[config.mk]
export PLATFORM = sky130hd
export DESIGN_NAME = mrs_ctrl
export DESIGN_NICKNAME = d
export VERILOG_FILES = /design/src/rtl/mrs_pkg.sv /design/src/rtl/mrs_ctrl.sv
export SDC_FILE = /design/constraint.sdc
export NUM_CORES = 1
export LEC_CHECK = 0
export BUFFER_PORTS_ARGS = -buffer_cell sky130_fd_sc_hd__buf_4
export CAP_MARGIN = 20
export CORE_AREA = 2 2 39 41
export DETAILED_ROUTE_END_ITERATION = 12
export DIE_AREA = 0 0 41 43
export SLEW_MARGIN = 10
export SYNTH_ARGS = -nofsm -noshare
export SYNTH_HDL_FRONTEND = slang
export SYNTH_SLANG_ARGS = --single-unit
[constraint.sdc]
create_clock -name clk -period 1.4 [get_ports clk]
set_clock_uncertainty 0.05 [all_clocks]
set_input_delay 0.42 -clock clk [delete_from_list [all_inputs] [get_ports clk]]
set_output_delay 0.42 -clock clk [all_outputs]
set_load 0.05 [all_outputs]
[src/rtl/mrs_pkg.sv]
package mrs_pkg;

  localparam int CHANNELS = 32;
  localparam int CH_W     = $clog2(CHANNELS);

  localparam logic signed [31:0] MIN_RESET = 32'sh7FFF_FFFF;
  localparam logic signed [31:0] MAX_RESET = 32'sh8000_0000;

  typedef struct packed {
    logic        [4:0]  channel;
    logic signed [31:0] sample_value;
    logic               new_record;
  } mrs_in_t;

  typedef struct packed {
    logic signed [47:0] total;
    logic signed [31:0] mean;
    logic        [31:0] std_dev;
    logic signed [31:0] minimum;
    logic signed [31:0] maximum;
    logic        [31:0] sample_count;
    logic        [31:0] record_count;
  } mrs_out_t;

  typedef struct packed {
    logic        [31:0] samples;
    logic signed [47:0] sum;
    logic        [63:0] sumsq;
    logic signed [31:0] mn;
    logic signed [31:0] mx;
  } mrs_stat_t;

  typedef struct packed {
    logic capture;
    logic read;
    logic update;
    logic write;
    logic div_mean_go;
    logic take_mean;
    logic div_e_go;
    logic take_e;
    logic mul;
    logic sqrt_go;
    logic take_sd;
    logic load_out;
  } mrs_cmd_t;

  typedef struct packed {
    logic no_samples;
    logic div_done;
    logic sqrt_done;
  } mrs_sts_t;

endpackage

[src/rtl/mrs_ctrl.sv]
module mrs_ctrl import mrs_pkg::*; (
  input  logic     clk,
  input  logic     rst_n,
  input  logic     in_valid,
  output logic     in_stall,
  output logic     out_valid,
  input  logic     out_stall,
  input  mrs_sts_t sts,
  output mrs_cmd_t cmd
);

  typedef enum logic [3:0] {
    S_IDLE, S_READ, S_UPDATE, S_WRITE, S_DIV_M, S_WAIT_M, S_DIV_E, S_WAIT_E,
    S_MUL, S_SQRT, S_WAIT_S, S_OUT
  } state_t;

  state_t state_r, state_nxt;
  logic   out_valid_r, out_valid_nxt;

  always_comb begin
    cmd       = '0;
    state_nxt = state_r;
    unique case (state_r)
      S_IDLE: begin
        if (in_valid) begin
          cmd.capture = 1'b1;
          state_nxt   = S_READ;
        end
      end
      S_READ: begin
        cmd.read  = 1'b1;
        state_nxt = S_UPDATE;
      end
      S_UPDATE: begin
        cmd.update = 1'b1;
        state_nxt  = S_WRITE;
      end
      S_WRITE: begin
        cmd.write = 1'b1;
        state_nxt = sts.no_samples ? S_OUT : S_DIV_M;
      end
      S_DIV_M: begin
        cmd.div_mean_go = 1'b1;
        state_nxt       = S_WAIT_M;
      end
      S_WAIT_M: begin
        if (sts.div_done) begin
          cmd.take_mean = 1'b1;
          state_nxt     = S_DIV_E;
        end
      end
      S_DIV_E: begin
        cmd.div_e_go = 1'b1;
        state_nxt    = S_WAIT_E;
      end
      S_WAIT_E: begin
        if (sts.div_done) begin
          cmd.take_e = 1'b1;
          state_nxt  = S_MUL;
        end
      end
      S_MUL: begin
        cmd.mul   = 1'b1;
        state_nxt = S_SQRT;
      end
      S_SQRT: begin
        cmd.sqrt_go = 1'b1;
        state_nxt   = S_WAIT_S;
      end
      S_WAIT_S: begin
        if (sts.sqrt_done) begin
          cmd.take_sd = 1'b1;
          state_nxt   = S_OUT;
        end
      end
      S_OUT: begin
        if (!out_valid_r || !out_stall) begin
          cmd.load_out = 1'b1;
          state_nxt    = S_IDLE;
        end
      end
      default: state_nxt = S_IDLE;
    endcase
    out_valid_nxt = cmd.load_out ? 1'b1 : (out_valid_r && out_stall);
  end

  always_ff @(posedge clk) begin
    if (!rst_n) begin
      state_r     <= S_IDLE;
      out_valid_r <= 1'b0;
    end else begin
      state_r     <= state_nxt;
      out_valid_r <= out_valid_nxt;
    end
  end

  assign in_stall  = (state_r != S_IDLE);
  assign out_valid = out_valid_r;

  a_one_at_a_time: assert property (@(posedge clk) disable iff (!rst_n)
    (in_valid && !in_stall) |=> in_stall)
    else $error("second transaction taken while busy");

  a_no_overwrite: assert property (@(posedge clk) disable iff (!rst_n)
    (out_valid_r && out_stall) |-> !cmd.load_out)
    else $error("result register overwritten while stalled");

  a_div_done_waited: assert property (@(posedge clk) disable iff (!rst_n)
    sts.div_done |-> (state_r == S_WAIT_M || state_r == S_WAIT_E))
    else $error("divider finished outside a wait state");

endmodule

==> results.toml <==
[synthesis]
yosys.area.top_type = "dfxtp_1"
synth_top_family_by_area = "simple AND/OR/NAND/NOR gates"
ys_seq_area_frac = 0.247
synthFlopType = "dfxtp_1"
postSynth.asyncResetShare = 0
yosysWarnings = 0
syn_area_per_cell_um2 = 6.99
synth_edf_count = 0
synth_compound_area_frac = 0.244
synthXorXnorAreaFrac = 0
synth_mux_area_frac = 0.0247
synth-simple-area-share = 0.395
netlist_top_cells_area = "dfxtp_1 (25%), nor3_1 (8.6%), nor2_1 (6.5%)"
syn_inst = 58
yosysUniqueCellTypes = 24
synth_fa_ha_area_frac = 0
ys_seq_elements = 5
synth_top_cells_by_count = "nor2_1 (7), nor3_1 (7), nand2_1 (6)"
synth_area_um2 = 405
synth_nets = 65
synth_top_area_share = 0.247

[final_layout]
final_util = 0.718
drive_above_1_share = 0.700
area.sequential_um2 = 115
antenna_cells = 0
final_area_um2 = 993
fillers = 126
syn_to_final_growth_pct = 145
multiInputGateArea_um2 = 419
final_nets = 108

[sta]
post-route-period-util = 1.19
rsz0062_at_grt = "yes"
slew_headroom = 0.819
tightest_slew_ns = 0.269
finalSetupViolations = 14
setup_slack_ns = -0.263
clock.fmax_ghz = 0.601
fin_hold_ws_ns = 0.377
drv_slew = 0
final-hold-violation-count = 0
period_needed_ns = 1.66

[cts]
clock_latency_ns = 0.24
cts_tree = "done"
cts-root-buf = "clkbuf_4"
clkTransAtPathRegs_ns = 0.04
ctsHoldBuffers = 0
numCtsBuffers = 3
htree_levels = 1
cts.sinks = 5
cts.path.max_buffers = 2

[drt]
vias = 600
avgViaCountPerCell = 5.17
drc = 0
drt_iter0_drc = 7
dr.pass1.iters = 4
ant_nets = 0
wire_per_inst_um = 13.5
wirelength_um = 1570

[floorplan]
die_w_um = 41
core_region_area_mm2 = 0.00138
ios = 21
die_h_um = 43
num_rows = 14
die-area_mm2 = 0.00176
start_util = 0.293

[status]
violations = "setup timing"
status = "finished, violations left"

[global_routing]
grt_max_degree = 10
grt_pass1_wl_um = 2830
grtUsageTotal = 0.232
antenna_found_initial = 0
grt-ovfl-total = 0
grt_pass1_vias = 624

[setup_path]
critPathRequiredTime_ns = 0.93
worstSetupPathType = "reg2out"
crit_path_end_kind = "output port"
worstPathMaxFanout = 8
cp_slowest_stage_delay_ns = 0.37
worst-path-buf-inv = 1
cp-start-kind = "register"
slowest_stage = "dfxtp_4"
cp.arrival_ns = 1.19
crit_chain = "nand4b_1, a21oi_4, buf_6"
cp_top_family = "flip-flops"

[power]
ir_drop_mv = 0.577
power_leakage_nw = 0.411
p_per_area_mw_per_mm2 = 836

[place]
dpl-instance-area_um2 = 840
io_buffers = 20
pre_cts_slack_ns = -0.172
gp_congestion = 0.780
hpwl_um = 1180

[worst_hold_path]
min_path_type = "in2reg"

[flow_run]
drv_cap = 0
per-layer routing:
layer  global-route usage  share of wire  vias to the layer above  routed length, um
met5                    0              0                        -                  0
met1                0.272           0.37                      286                584
li1                     -              -                      295                  -
met4               0.0600         0.0032                        0                  5
met3               0.0733          0.040                        2                 62
met2                0.388           0.58                       17                917
final timing paths:
| check | start | endpoint | slack (ns) | depth (start not counted) |
|---|---|---|---|---|
| max | state_r[2] | cmd[0] | -0.26 | 3 |
| min | rst_n | state_r[3] | 0.38 | 2 |
| max reg2reg | state_r[2] | state_r[1] | -0.03 | 6 |
| min reg2reg | out_valid | out_valid | 0.57 | 2 |
stage by stage:
stage,total power [mW],TNS (ns),cells
6_report,0.830,-2.71,116
3_3_place_gp,0.612,-0.504,109
3_5_place_dp,0.621,-0.921,109
2_1_floorplan,0.480,-0.870,58
5_1_grt,0.881,-3.53,116
4_1_cts,0.821,-2.89,116
registers in the layout, indices dropped and copies added, names as in the netlist:
register	count
out_valid	1
state_r	4
worst register-to-register path: cells and delay by family (launching register included):
kind	cells	cell delay, ns
muxes	1	0.21
AOI/OAI and AO/OA	2	0.39
DFF	1	0.39
buffers and inverters	2	0.23
and+or+nand+nor	1	0.07
layout make-up:
class / instances / share of cell area
Clock buffer: 4 / 0.0264
Multi-Input combinational cell: 46 / 0.422
Sequential cell: 5 / 0.116
Inverter: 3 / 0.0139
Tap cell: 16 / 0.0202
Timing Repair Buffer: 42 / 0.402
logic make-up (layout without fill, tap and decap cells):
| family | after synthesis | in the layout |
|---|---|---|
| flops | 5 | 5 |
| mux | 1 | 1 |
| simple gates | 31 | 31 |
| buf+inv | 7 | 49 |
| compound gates | 14 | 14 |
power by group:
| group | switching, mW | internal, mW | total, mW | leakage, nW |
|---|---|---|---|---|
| combinational | 0.256 | 0.206 | 0.462 | 0.352 |
| sequential | 0.0414 | 0.159 | 0.200 | 0.0436 |
| clock | 0.0599 | 0.108 | 0.168 | 0.0150 |
layout by cell type, fill, tap and decap left out, types with 2 or more instances in the layout:
cell type / synthesis / routed
nand2_1: 6 / 4
inv_1: 3 / 2
buf_8: 0 / 4
nor3_4: 0 / 6
nand2b_4: 0 / 3
a21oi_1: 3 / 2
nor2_4: 0 / 4
nor2_1: 7 / 2
buf_6: 0 / 11
o21ai_0: 2 / 2
buf_4: 2 / 26
dfxtp_4: 0 / 4
clkbuf_4: 0 / 3
nand4b_1: 2 / 2
what timing repair did:
action | 4_1_cts | 5_1_grt
resized for setup | 22 | 7
pin swaps | 5 | 2
buffers inserted | 3 | 0
endpoints found under the setup margin | 14 | 15
Power figures use the tool's default switching activity.
